`src/design/pager_char_stream_formatter_unit_assert.svh`:
```
// Assertion macros for the pager character stream formatter.
// Included by the top level; expects clk_i and rst_ni in scope.
`ifndef PAGER_CHAR_STREAM_FORMATTER_UNIT_ASSERT_SVH
`define PAGER_CHAR_STREAM_FORMATTER_UNIT_ASSERT_SVH

// Property checked at every clock edge outside of reset.
`define PCSF_ASSERT(lbl, prop, msg) \
  lbl: assert property (@(posedge clk_i) disable iff (!rst_ni) (prop)) else $error(msg);

// Condition that must hold in the cycle after a trigger.
`define PCSF_ASSERT_NEXT(lbl, trig, cons, msg) \
  lbl: assert property (@(posedge clk_i) disable iff (!rst_ni) (trig) |=> (cons)) \
    else $error(msg);

`endif

```
`src/design/pcsf_pkg.sv`:
```
// Shared types and constants of the pager character stream formatter.
// No dependencies; used by the channel interfaces and the top level.
package pcsf_pkg;

  localparam int unsigned CharW  = 7;
  localparam int unsigned ByteW  = 8;
  localparam int unsigned LineW  = 9;
  localparam int unsigned ApbAw  = 4;
  localparam int unsigned ApbDw  = 32;

  // Result kinds.
  localparam logic KIND_CHAR  = 1'b0;
  localparam logic KIND_PAGE  = 1'b1;

  // Request actions.
  localparam logic ACT_DATA = 1'b0;
  localparam logic ACT_EOS  = 1'b1;

  // Characters with special handling.
  localparam logic [CharW-1:0] CHAR_BS    = 7'h08;
  localparam logic [CharW-1:0] CHAR_TAB   = 7'h09;
  localparam logic [CharW-1:0] CHAR_NL    = 7'h0A;
  localparam logic [CharW-1:0] CHAR_VT    = 7'h0B;
  localparam logic [CharW-1:0] CHAR_FF    = 7'h0C;
  localparam logic [CharW-1:0] CHAR_CR    = 7'h0D;
  localparam logic [CharW-1:0] CHAR_ESC   = 7'h1B;
  localparam logic [CharW-1:0] CHAR_SPACE = 7'h20;
  localparam logic [CharW-1:0] CHAR_CARET = 7'h5E;
  localparam logic [CharW-1:0] CHAR_SLASH = 7'h2F;
  localparam logic [CharW-1:0] CHAR_DEL   = 7'h7F;
  localparam logic [CharW-1:0] CARET_OFS  = 7'h40;

  // Configuration register indexes (word address).
  typedef enum logic [1:0] {
    REG_LINE_LEN = 2'd0,
    REG_PAGE_HEIGHT = 2'd1,
    REG_ESC_PASS = 2'd2
  } reg_idx_e;

endpackage

```
`src/design/pcsf_if.sv`:
```
// Valid/ready channel interfaces of the pager character stream formatter.
// Depends on pcsf_pkg for field widths.

// Input channel: one request per text byte or end of stream.
interface pcsf_in_if;
  logic                            valid;
  logic                            ready;
  logic                            action;
  logic [pcsf_pkg::ByteW-1:0]      data_byte;

  modport source (output valid, action, data_byte, input ready);
  modport sink (input valid, action, data_byte, output ready);
endinterface

// Output channel: one terminal character or page break per result.
interface pcsf_out_if;
  logic                            valid;
  logic                            ready;
  logic                            out_kind;
  logic [pcsf_pkg::CharW-1:0]      out_char;
  logic                            last;

  modport source (output valid, out_kind, out_char, last, input ready);
  modport sink (input valid, out_kind, out_char, last, output ready);
endinterface

```
`src/design/pager_char_stream_formatter_unit.sv`:
```
// Pager character stream formatter top level.
// Depends on pcsf_pkg, pcsf_if.sv and pager_char_stream_formatter_unit_assert.svh.
//
// Usage:
//   in_i carries one request per text byte (action 0) or an end of stream
//   (action 1). out_o returns zero to three results per request: an optional
//   page break, then terminal characters; last marks the final result of a
//   request. A request that yields no result produces nothing on out_o.
//   The APB port writes the line length (0x0), page height (0x4) and
//   escape passthrough (0x8); write it only while the block is idle.
// Flow:
//   A request is decoded in the cycle it is accepted and its results sit in
//   a three-entry result buffer from the next cycle on. The buffer drains one
//   result per cycle while out_o.ready is high. A request with no result
//   leaves the buffer empty. A new request is taken in the cycle the last
//   buffered result leaves, so back-to-back single-result requests flow
//   every cycle while out_o.ready is high.
// Reset:
//   Column 0, line count 1, no escape sequence, last shown newline,
//   registers 80 / 24 / 0, result buffer empty.
// Stall:
//   While out_o.ready is low a waiting result holds and in_i.ready stays
//   low until the buffer empties; no result is lost or repeated.
`include "pager_char_stream_formatter_unit_assert.svh"

module pager_char_stream_formatter_unit (
  input  logic                          clk_i,
  input  logic                          rst_ni,
  pcsf_in_if.sink                       in_i,
  pcsf_out_if.source                    out_o,
  input  logic                          psel,
  input  logic                          penable,
  input  logic                          pwrite,
  input  logic [pcsf_pkg::ApbAw-1:0]    paddr,
  input  logic [pcsf_pkg::ApbDw-1:0]    pwdata,
  output logic [pcsf_pkg::ApbDw-1:0]    prdata,
  output logic                          pready
);

  localparam int unsigned CW = pcsf_pkg::CharW;
  localparam int unsigned BW = pcsf_pkg::ByteW;
  localparam int unsigned LW = pcsf_pkg::LineW;

  // Configuration registers.
  logic [BW-1:0] line_len_q;
  logic [BW-1:0] page_height_q;
  logic          esc_pass_q;

  // Formatter state.
  logic [BW-1:0] col_q, col_d;
  logic [LW-1:0] line_q, line_d;
  logic          esc_q, esc_d;
  logic [CW-1:0] shown_q, shown_d;

  // Result buffer.
  logic          res_kind_q [3];
  logic [CW-1:0] res_char_q [3];
  logic [1:0]    res_cnt_q;
  logic [1:0]    res_rd_q;

  // Decoded results of the request being accepted.
  logic          new_kind [3];
  logic [CW-1:0] new_char [3];
  logic [1:0]    new_cnt;

  logic in_fire, out_fire, cfg_wr;
  pcsf_pkg::reg_idx_e cfg_idx;

  // Saturating column increment.
  function automatic logic [BW-1:0] col_inc(input logic [BW-1:0] col);
    col_inc = (col == {BW{1'b1}}) ? col : col + BW'(1);
  endfunction

  // APB register port.
  assign pready  = 1'b1;
  assign cfg_wr  = psel && penable && pwrite && pready;
  assign cfg_idx = pcsf_pkg::reg_idx_e'(paddr[3:2]);

  always_ff @(posedge clk_i or negedge rst_ni) begin
    if (!rst_ni) begin
      line_len_q    <= BW'(80);
      page_height_q <= BW'(24);
      esc_pass_q    <= 1'b0;
    end else if (cfg_wr) begin
      case (cfg_idx)
        pcsf_pkg::REG_LINE_LEN: line_len_q <= pwdata[BW-1:0];
        pcsf_pkg::REG_PAGE_HEIGHT: page_height_q <= pwdata[BW-1:0];
        pcsf_pkg::REG_ESC_PASS: esc_pass_q <= pwdata[0];
        default: ;
      endcase
    end
  end

  always_comb begin
    case (cfg_idx)
      pcsf_pkg::REG_LINE_LEN: prdata = pcsf_pkg::ApbDw'(line_len_q);
      pcsf_pkg::REG_PAGE_HEIGHT: prdata = pcsf_pkg::ApbDw'(page_height_q);
      pcsf_pkg::REG_ESC_PASS: prdata = pcsf_pkg::ApbDw'(esc_pass_q);
      default: prdata = '0;
    endcase
  end

  // Handshakes: a new request is taken once the buffer is empty or drains now.
  assign out_o.valid = (res_rd_q != res_cnt_q);
  assign out_fire    = out_o.valid && out_o.ready;
  assign in_i.ready  = (res_rd_q == res_cnt_q) ||
                       (out_fire && (res_rd_q + 2'd1 == res_cnt_q));
  assign in_fire     = in_i.valid && in_i.ready;

  // Decode one request into up to three results and the next state.
  always_comb begin
    logic [CW-1:0] c;
    logic          is_ctrl;
    logic          is_letter;
    logic          caret;
    logic [CW-1:0] caret_char;
    logic [BW-1:0] col_a;
    logic [CW-1:0] b_char;
    logic          b_record;
    logic [LW-1:0] tab_sum;

    c          = in_i.data_byte[CW-1:0];
    is_ctrl    = (c < pcsf_pkg::CHAR_SPACE) || (c == pcsf_pkg::CHAR_DEL);
    is_letter  = (c >= 7'h41 && c <= 7'h5A) || (c >= 7'h61 && c <= 7'h7A);
    caret      = 1'b0;
    caret_char = pcsf_pkg::CHAR_SLASH;
    col_a      = col_q;
    b_char     = c;
    b_record   = 1'b1;
    tab_sum    = ({1'b0, col_q} + LW'(8)) & ~LW'(7);

    col_d   = col_q;
    line_d  = line_q;
    esc_d   = esc_q;
    shown_d = shown_q;
    new_cnt = 2'd0;
    for (int i = 0; i < 3; i++) begin
      new_kind[i] = pcsf_pkg::KIND_CHAR;
      new_char[i] = '0;
    end

    if (in_i.action == pcsf_pkg::ACT_EOS) begin
      // End of stream: close the last line and restart the page.
      if (shown_q != pcsf_pkg::CHAR_NL) begin
        new_char[0] = pcsf_pkg::CHAR_NL;
        new_cnt     = 2'd1;
      end
      col_d   = '0;
      line_d  = LW'(1);
      esc_d   = 1'b0;
      shown_d = pcsf_pkg::CHAR_NL;
    end else if (esc_q && !is_ctrl) begin
      // Inside an escape sequence: pass the byte, a letter ends it.
      if (col_q < line_len_q) begin
        new_char[0] = c;
        new_cnt     = 2'd1;
      end
      if (is_letter) begin
        esc_d = 1'b0;
      end
    end else begin
      esc_d = 1'b0;
      // Page break ahead of the byte.
      if (line_q >= {1'b0, page_height_q}) begin
        new_kind[0] = pcsf_pkg::KIND_PAGE;
        new_cnt     = 2'd1;
        line_d      = LW'(1);
      end

      case (c)
        pcsf_pkg::CHAR_VT, pcsf_pkg::CHAR_FF: begin
          line_d = {1'b0, page_height_q} + LW'(1);
          col_d  = '0;
          b_char = pcsf_pkg::CHAR_NL;
        end
        pcsf_pkg::CHAR_NL: begin
          if (line_d != {LW{1'b1}}) begin
            line_d = line_d + LW'(1);
          end
          col_d = '0;
        end
        pcsf_pkg::CHAR_CR: begin
          col_d = '0;
        end
        pcsf_pkg::CHAR_BS: begin
          if (col_q != '0) begin
            col_d = col_q - BW'(1);
          end
        end
        pcsf_pkg::CHAR_TAB: begin
          col_d = tab_sum[BW] ? {BW{1'b1}} : tab_sum[BW-1:0];
        end
        pcsf_pkg::CHAR_DEL: begin
          caret = 1'b1;
        end
        default: begin
          if (c == pcsf_pkg::CHAR_ESC && esc_pass_q) begin
            esc_d    = 1'b1;
            b_record = 1'b0;
          end else if (c < pcsf_pkg::CHAR_SPACE) begin
            caret      = 1'b1;
            caret_char = c | pcsf_pkg::CARET_OFS;
          end else begin
            col_d = col_inc(col_q);
          end
        end
      endcase

      // Caret notation: '^' at the next column, then the mapped character.
      if (caret) begin
        col_a = col_inc(col_q);
        if (col_a < line_len_q) begin
          new_char[new_cnt] = pcsf_pkg::CHAR_CARET;
          new_cnt           = new_cnt + 2'd1;
          shown_d           = pcsf_pkg::CHAR_CARET;
        end
        col_d  = col_inc(col_a);
        b_char = caret_char;
      end

      // Main character, shown only inside the line width.
      if (col_d < line_len_q) begin
        new_char[new_cnt] = b_char;
        new_cnt           = new_cnt + 2'd1;
        if (b_record) begin
          shown_d = b_char;
        end
      end
    end
  end

  // State and result buffer.
  always_ff @(posedge clk_i or negedge rst_ni) begin
    if (!rst_ni) begin
      col_q     <= '0;
      line_q    <= LW'(1);
      esc_q     <= 1'b0;
      shown_q   <= pcsf_pkg::CHAR_NL;
      res_cnt_q <= 2'd0;
      res_rd_q  <= 2'd0;
    end else if (in_fire) begin
      col_q     <= col_d;
      line_q    <= line_d;
      esc_q     <= esc_d;
      shown_q   <= shown_d;
      res_cnt_q <= new_cnt;
      res_rd_q  <= 2'd0;
    end else if (out_fire) begin
      res_rd_q <= res_rd_q + 2'd1;
    end
  end

  // Result payload, no reset needed.
  always_ff @(posedge clk_i) begin
    if (in_fire) begin
      for (int i = 0; i < 3; i++) begin
        res_kind_q[i] <= new_kind[i];
        res_char_q[i] <= new_char[i];
      end
    end
  end

  assign out_o.out_kind = res_kind_q[res_rd_q];
  assign out_o.out_char = res_char_q[res_rd_q];
  assign out_o.last     = (res_rd_q + 2'd1 == res_cnt_q);

  // A new request never overwrites results still waiting.
  `PCSF_ASSERT(a_no_overwrite, !in_fire || !out_o.valid || (out_fire && out_o.last), "request accepted over pending results")
  // More results of the same request follow a non-final result.
  `PCSF_ASSERT_NEXT(a_burst_continues, out_fire && !out_o.last, out_o.valid, "result burst broken")
  // A page break carries no character.
  `PCSF_ASSERT(a_page_clean, !out_o.valid || out_o.out_kind == pcsf_pkg::KIND_CHAR || out_o.out_char == '0, "page break with character")
  // The line count never drops to zero.
  `PCSF_ASSERT(a_line_nonzero, line_q != '0, "line count is zero")

endmodule
```
`src/flat_wrapper.sv`:
```
// flat-port wrapper written by rule: the top's interface ports become plain ports
module pager_char_stream_formatter_unit_flat 
  (clk_i, rst_ni, psel, penable, pwrite, paddr, pwdata, prdata, pready, in_i_valid, in_i_action, in_i_data_byte, in_i_ready, out_o_valid, out_o_out_kind, out_o_out_char, out_o_last, out_o_ready);
  pcsf_in_if in_i_i ();
  pcsf_out_if out_o_i ();
  input  logic clk_i;
  input  logic rst_ni;
  input  logic psel;
  input  logic penable;
  input  logic pwrite;
  input  logic [pcsf_pkg::ApbAw-1:0] paddr;
  input  logic [pcsf_pkg::ApbDw-1:0] pwdata;
  output logic [pcsf_pkg::ApbDw-1:0] prdata;
  output logic pready;
  input wire logic [$bits(in_i_i.valid)-1:0] in_i_valid;
  input wire logic [$bits(in_i_i.action)-1:0] in_i_action;
  input wire logic [$bits(in_i_i.data_byte)-1:0] in_i_data_byte;
  output wire logic [$bits(in_i_i.ready)-1:0] in_i_ready;
  output wire logic [$bits(out_o_i.valid)-1:0] out_o_valid;
  output wire logic [$bits(out_o_i.out_kind)-1:0] out_o_out_kind;
  output wire logic [$bits(out_o_i.out_char)-1:0] out_o_out_char;
  output wire logic [$bits(out_o_i.last)-1:0] out_o_last;
  input wire logic [$bits(out_o_i.ready)-1:0] out_o_ready;
  assign in_i_i.valid = in_i_valid;
  assign in_i_i.action = in_i_action;
  assign in_i_i.data_byte = in_i_data_byte;
  assign in_i_ready = in_i_i.ready;
  assign out_o_valid = out_o_i.valid;
  assign out_o_out_kind = out_o_i.out_kind;
  assign out_o_out_char = out_o_i.out_char;
  assign out_o_last = out_o_i.last;
  assign out_o_i.ready = out_o_ready;
  pager_char_stream_formatter_unit u_core (.clk_i(clk_i), .rst_ni(rst_ni), .in_i(in_i_i), .out_o(out_o_i), .psel(psel), .penable(penable), .pwrite(pwrite), .paddr(paddr), .pwdata(pwdata), .prdata(prdata), .pready(pready));
endmodule
```
`config.mk`:
```
export PLATFORM = sky130hd
export DESIGN_NAME = pager_char_stream_formatter_unit_flat
export DESIGN_NICKNAME = d
export VERILOG_FILES = /design/src/design/pcsf_pkg.sv /design/src/design/pcsf_if.sv /design/src/design/pager_char_stream_formatter_unit.sv /design/src/flat_wrapper.sv
export VERILOG_INCLUDE_DIRS = /design/src /design/src/design
export SDC_FILE = /design/constraint.sdc
export NUM_CORES = 1
export LEC_CHECK = 0
export BUFFER_PORTS_ARGS = -buffer_cell sky130_fd_sc_hd__clkbuf_2
export CORE_MARGIN = 2
export CORE_UTILIZATION = 24
export CTS_CLUSTER_SIZE = 8
export DETAILED_ROUTE_END_ITERATION = 6
export GPL_TIMING_DRIVEN = 0
export PLACE_DENSITY = 0.43
export SYNTH_ARGS = -nofsm -noshare
export SYNTH_HDL_FRONTEND = slang
export SYNTH_SLANG_ARGS = --single-unit
```
`constraint.sdc`:
```
create_clock -name clk_i -period 11.82 [get_ports clk_i]
set_clock_uncertainty 0.2 [all_clocks]
set_input_delay 1.182 -clock clk_i [delete_from_list [all_inputs] [get_ports clk_i]]
set_output_delay 1.182 -clock clk_i [all_outputs]
set_load 0.02 [all_outputs]
```
==> flow_summary.toml, run 1 <==
[status]
status = "finished clean"

[synth]
ys_warn_count = 0
syn_avg_cell_area_um2 = 8.436
synth_ff_type = "dfrtp_1"
synthTopCellsByArea = "dfrtp_1 (17%), edfxtp_1 (11%), ha_1 (9.1%)"
async_flop_share = 0.6765
yosys.area.top_type_share = 0.1657
synthCells = 698
synth-seq-cells = 68
yosysTopAreaCell = "dfrtp_1"
seq_area_frac_synth = 0.3092
synth_edf_count = 22
ys_types = 75
netlist_area_um2 = 5888

[finish]
area_delta_synth_final_pct = 18.15
nFillCells = 2616
diodes = 0
final_common_cell = "nand2_1"
final_cell_mix = "nand2_1 (65), o21ai_0 (64), nor2_1 (62)"
final_nets = 868
drive_above_1_share = 0.1722

[detailed_routing]
post_drt_wl_per_cell_um = 16.33
drc = 0
drt_iter0_drc = 504
dr.pass1.iters = 5
drt-total-wl_um = 18000
antenna_left = 0
vias = 5293
avgViaCountPerCell = 4.803

[power_and_ir_drop]
leakage_nw = 3.151
clkPwrFrac = 0.222
cellPowerDensity_nw_per_um2 = 210.5
ir_drop_uv = 89.96
switching_share = 0.4343
intPower_mw = 0.8286
power_frac_seq = 0.261
power_mw = 1.465
p_comb_frac = 0.517
power.switching_mw = 0.6361

[global_routing]
grt_first_pass_wirelength_um = 28720
grt_pass1_vias = 5073
track_usage = 0.1414
overflow = 0
grt_max_degree = 47
antenna_found_initial = 0

[worst_setup_path]
crit_start = "u_core.col_q[0]"
path_max_fanout = 6
critPathKind = "register to register"
cp.required_ns = 11.89
end_kind = "register"
critPathArrivalTime_ns = 6.10
r2r_start = "u_core.col_q[0]"
start_kind = "register"

[cts]
cts_inserted_buffers = 9
cts_resized = 0
cts.path.max_buffers = 2
cts_sinks = 68
cts_hold_buf = 0
post_cts_buffers = 0
cts_tree = "built"
root_buffer = "clkbuf_16"
cts.reportedPaths.clkPinSlew_ns = 0.06
clkLatencyLatePin_ns = 0.34
htree_levels = 3

[timing]
relSlewSlack = 0.3392
whs_ns = 0.3019
hold_viol = 0
finalCriticalPeriod_ns = 6.031
slew_viol_final = 0
worst_pin_slew_ns = 0.9901
fin_crit_sh = 0.5102
finalSetupViolCount = 0
fmax_mhz = 165.8
finalSetupTns_ns = 0
grt_setup_unrepaired = "no"

[placed_design]
gp_congestion = 0.8125
portBuffers = 40
place_hpwl_um = 13870

[die]
coreArea_um2 = 24180
die_w_um = 160.6
rows = 57
die_h_um = 160.6
die-area_um2 = 25800
io_pins = 96
start_util = 0.2435

[worst_hold_path]
hold_path_startpoint = "u_core.shown_q[1]"
hp-class = "register to register"

[run]
cap_violations = 0
[Yosys cell counts (8+ instances only)]
library cell and instances:
mux2_2 12, dfrtp_1 39, mux2i_1 19, nor3_1 10, nand3_1 26, xnor2_1 12
inv_1 37, nand4_1 10, a22o_1 11, buf_4 30, a21oi_1 32, nor2b_1 8
nor2_1 62, ha_1 43, nand2_1 65, o21ai_0 64, clkbuf_1 21, edfxtp_1 22
a21o_1 18, and3_1 13
[per-layer routing]
metal	vias up	track usage	part of all wire
li1	2654	-	-
met1	2511	0.1940	0.49
met2	108	0.2335	0.46
met3	20	0.02014	0.030
met4	0	0.03726	0.014
met5	-	0	0
[cells by family (layout without fill, tap and decap cells)]
kind of cell | Yosys count | count (layout) | synth area share
AND/OR/NAND/NOR | 243 | 243 | 0.2099
buffers and inverters | 97 | 154 | 0.08224
XOR/XNOR | 15 | 15 | 0.02231
other | 2 | 25 | 0.001275
flip-flops | 68 | 68 | 0.3092
multiplexers | 31 | 31 | 0.05525
AO/OA/AOI/OAI | 199 | 199 | 0.2284
adder cells (fa/ha/maj) | 43 | 43 | 0.09137
[power by group through the flow]
stage,combinational (mW),clock [mW],sequential (mW)
floorplan,0.560,0,0.366
global placement,0.755,0,0.387
detailed placement,0.754,0,0.387
CTS,0.759,0.329,0.383
global route,0.844,0.340,0.394
finish,0.757,0.325,0.382
[sequential cells by signal, summed over array words and instances (netlist names)]
name                  count
u_core.col_q              8
u_core.esc_pass_q         1
u_core.esc_q              1
u_core.line_len_q         8
u_core.line_q             9
u_core.page_height_q      8
u_core.res_char_q        21
u_core.res_cnt_q          2
u_core.res_kind_q         1
u_core.res_rd_q           2
u_core.shown_q            7
[stage by stage]
| stage | cells | util | setup slack, ns | area (um^2) |
|---|---|---|---|---|
| finish | 1102 | 0.2877 | 5.789 | 6957 |
| global route | 1102 | 0.2877 | 5.456 | 6957 |
| CTS | 1101 | 0.2869 | 5.860 | 6937 |
| detailed placement | 1085 | 0.2722 | 5.774 | 6580 |
| global placement | 1085 | 0.2722 | 5.818 | 6580 |
| floorplan | 721 | - | 6.690 | 5974 |
[cell type report]
cell class	instances	area (um^2)	area share
clock inverters	4	77.57	0.01115
plain buffers	59	341.6	0.04910
clock buffers	12	279.0	0.04011
flip-flops and latches	68	1821	0.2617
inverters	38	142.6	0.02050
well taps	324	405.4	0.05827
repair buffers	41	220.2	0.03165
multi-input cells	556	3670	0.5275
[path summary, 6_finish.rpt]
check                                     endpoint  slack (ns)  cells past startpoint
hold / removal                   u_core.shown_q[1]        0.30                      1
max in group asynchronous        u_core.shown_q[3]       10.35                      2
hold reg to reg                  u_core.shown_q[1]        0.30                      1
setup reg to reg                 u_core.shown_q[3]        5.79                     20
min in group asynchronous  u_core.page_height_q[5]        0.50                      1
setup / recovery                 u_core.shown_q[3]        5.79                     20
[critical path, cell delays in order (launching register included)]
cell and delay (ns):
dfrtp_1 0.49, ha_1 0.31, nand3_1 0.27, nor2_2 0.32, xnor2_1 0.37, ha_1 0.33
o211ai_2 0.14, or2_2 0.32, clkbuf_1 0.19, nor2b_1 0.18, xnor2_1 0.12, a22o_1 0.29
ha_1 0.30, a21o_1 0.16, a21o_1 0.19, a221oi_1 0.54, inv_1 0.20, nor3b_1 0.24
a21oi_1 0.19, a21oi_1 0.41, a2bb2oi_1 0.19
No activity file was read; power rests on OpenSTA's default activity.
==> inputs of run 2 (changes only) <==
- PLACE_DENSITY: 0.43 -> 0.44
- clock period: 11.82 -> 5.3 ns (I/O delays scaled with it)
==> flow_summary.toml, run 2 (same netlist as run 1, synthesis figures left out) <==
[timing]
hold_viol = 0
relSlewSlack = 0.3506
worst_pin_slew_ns = 0.9731
fmax_mhz = 196.7
fin_crit_sh = 0.9590
finalCriticalPeriod_ns = 5.083
finalSetupViolCount = 0
slew_viol_final = 0
grt_setup_unrepaired = "no"

[placed_design]
portBuffers = 40
dp.cells = 1085
place_hpwl_um = 13820
gp_congestion = 0.8322

[detailed_routing]
antenna_left = 0
dr.pass1.iters = 5
avgViaCountPerCell = 4.758
drt-total-wl_um = 17970
post_drt_wl_per_cell_um = 16.21
vias = 5272
drc = 0
drt_iter0_drc = 357

[die]
die_h_um = 160.6
start_util = 0.2435
die_w_um = 160.6
io_pins = 96
die-area_um2 = 25800
rows = 57
coreArea_um2 = 24180

[cts]
clkLatencyLatePin_ns = 0.34
cts.path.max_buffers = 2
cts.reportedPaths.clkPinSlew_ns = 0.06
cts_tree = "built"
htree_levels = 3
root_buffer = "clkbuf_16"
cts_sinks = 68
cts_inserted_buffers = 9

[finish]
area_delta_synth_final_pct = 19.55
nFillCells = 2608
multi_input_area_um2 = 3737
drive_above_1_share = 0.1990
largest_registers = "u_core.res_char_q x21, u_core.line_q x9"
largest_reg_flops = 21
final_common_cell = "nand2_1"
fin_util = 0.2912
diodes = 0
final_cell_mix = "nand2_1 (64), o21ai_0 (63), nor2_1 (62)"
final_nets = 874
instances_no_fill = 1108
seqCellArea_um2 = 1824
regMostFlops = "u_core.res_char_q"

[global_routing]
track_usage = 0.1409
grt_pass1_vias = 5080
grt_max_degree = 47
overflow = 0
grt_first_pass_wirelength_um = 28480
antenna_found_initial = 0

[power_and_ir_drop]
cellPowerDensity_nw_per_um2 = 456.7
leakage_nw = 3.160
ir_drop_uv = 195.9

[worst_setup_path]
path_max_fanout = 10
critPathArrivalTime_ns = 4.98
critPathKind = "register to register"
ff2ff_setup_slack_ns = 0.22
end_kind = "register"
start_kind = "register"
cp.required_ns = 5.20

[worst_hold_path]
hp-class = "input pin to register"

[status]
status = "finished clean"

[run]
cap_violations = 0
==> run 2: changes by cell type in the layout (fill, tap and decap cells not counted), moves of 2 or more <==
cell / delta
buf_4: +6
dfrtp_1: -3
dfrtp_2: +3
clkbuf_1: -4
ha_1: -2
clkbuf_4: +2
clkinvlp_4: +3
clkbuf_16: -2
==> run 2: timing repair <==
| item | CTS | global route |
|---|---|---|
| hold endpoints to repair | 0 | 12 |
| endpoints found under the setup margin | 30 | 24 |
| gates resized for setup | 21 | 6 |
| hold buffers | 0 | 1 |
| setup buffers | 5 | 1 |
| pin swaps | 4 | 2 |
==> run 2: through the flow <==
step | instance area [um^2] | setup TNS, ns | hold WS, ns | setup slack, ns | power, mW
floorplan | 5974 | 0 | 0.03441 | 0.3851 | 2.065
global placement | 6580 | -13.59 | 0.2916 | -0.6428 | 2.547
detailed placement | 6580 | -11.57 | 0.2991 | -0.6012 | 2.540
CTS | 6985 | 0 | 0.1887 | 0.07458 | 3.225
global route | 7039 | 0 | 0.2265 | 0.01137 | 3.479
finish | 7039 | 0 | 0.1963 | 0.2172 | 3.215
==> run 2: area by class of cell <==
class                   instances  share of cell area
well taps                     324             0.05759
clock buffers                  10             0.03253
multi-input cells             556              0.5309
flip-flops and latches         68              0.2592
plain buffers                  58             0.05066
inverters                      38             0.02080
repair buffers                 48             0.03910
clock inverters                 6            0.009243
==> run 2: power breakdown <==
| part | switching (mW) | total (mW) | internal [mW] |
|---|---|---|---|
| combinational | 1.06 | 1.75 | 0.686 |
| clock | 0.244 | 0.608 | 0.365 |
| sequential | 0.124 | 0.857 | 0.733 |
==> run 2: worst paths after layout <==
path / end / from / depth (start not counted)
max: u_core.res_char_q[0][3] / u_core.col_q[6] / 20
min: u_core.line_len_q[4] / pwdata[4] / 3
max reg2reg: u_core.res_char_q[0][3] / u_core.col_q[6] / 20
min reg2reg: u_core.shown_q[3] / u_core.shown_q[3] / 1
max in group asynchronous: u_core.shown_q[1] / rst_ni / 3
min in group asynchronous: u_core.line_len_q[3] / rst_ni / 2
==> run 2: worst max-delay path, cell delays in order (launching register included) <==
cell	delay, ns
dfrtp_1	0.39
buf_4	0.21
nand4_2	0.24
nor2_4	0.22
xnor2_4	0.19
ha_2	0.26
o211ai_2	0.12
or2_4	0.32
nor2b_1	0.15
xnor2_1	0.12
a22o_1	0.28
ha_1	0.30
a21o_1	0.16
a21o_1	0.19
a211o_1	0.31
nand4_1	0.18
a41oi_2	0.11
o2111ai_1	0.24
a31oi_1	0.13
or2_2	0.36
a21o_1	0.16
==> run 2: layer usage <==
| metal | GRT usage | vias up | routed length, um |
|---|---|---|---|
| li1 | - | 2666 | - |
| met3 | 0.02144 | 23 | 605 |
| met2 | 0.2318 | 110 | 8347 |
| met5 | 0 | - | 0 |
| met4 | 0.04505 | 0 | 344 |
| met1 | 0.1900 | 2473 | 8668 |
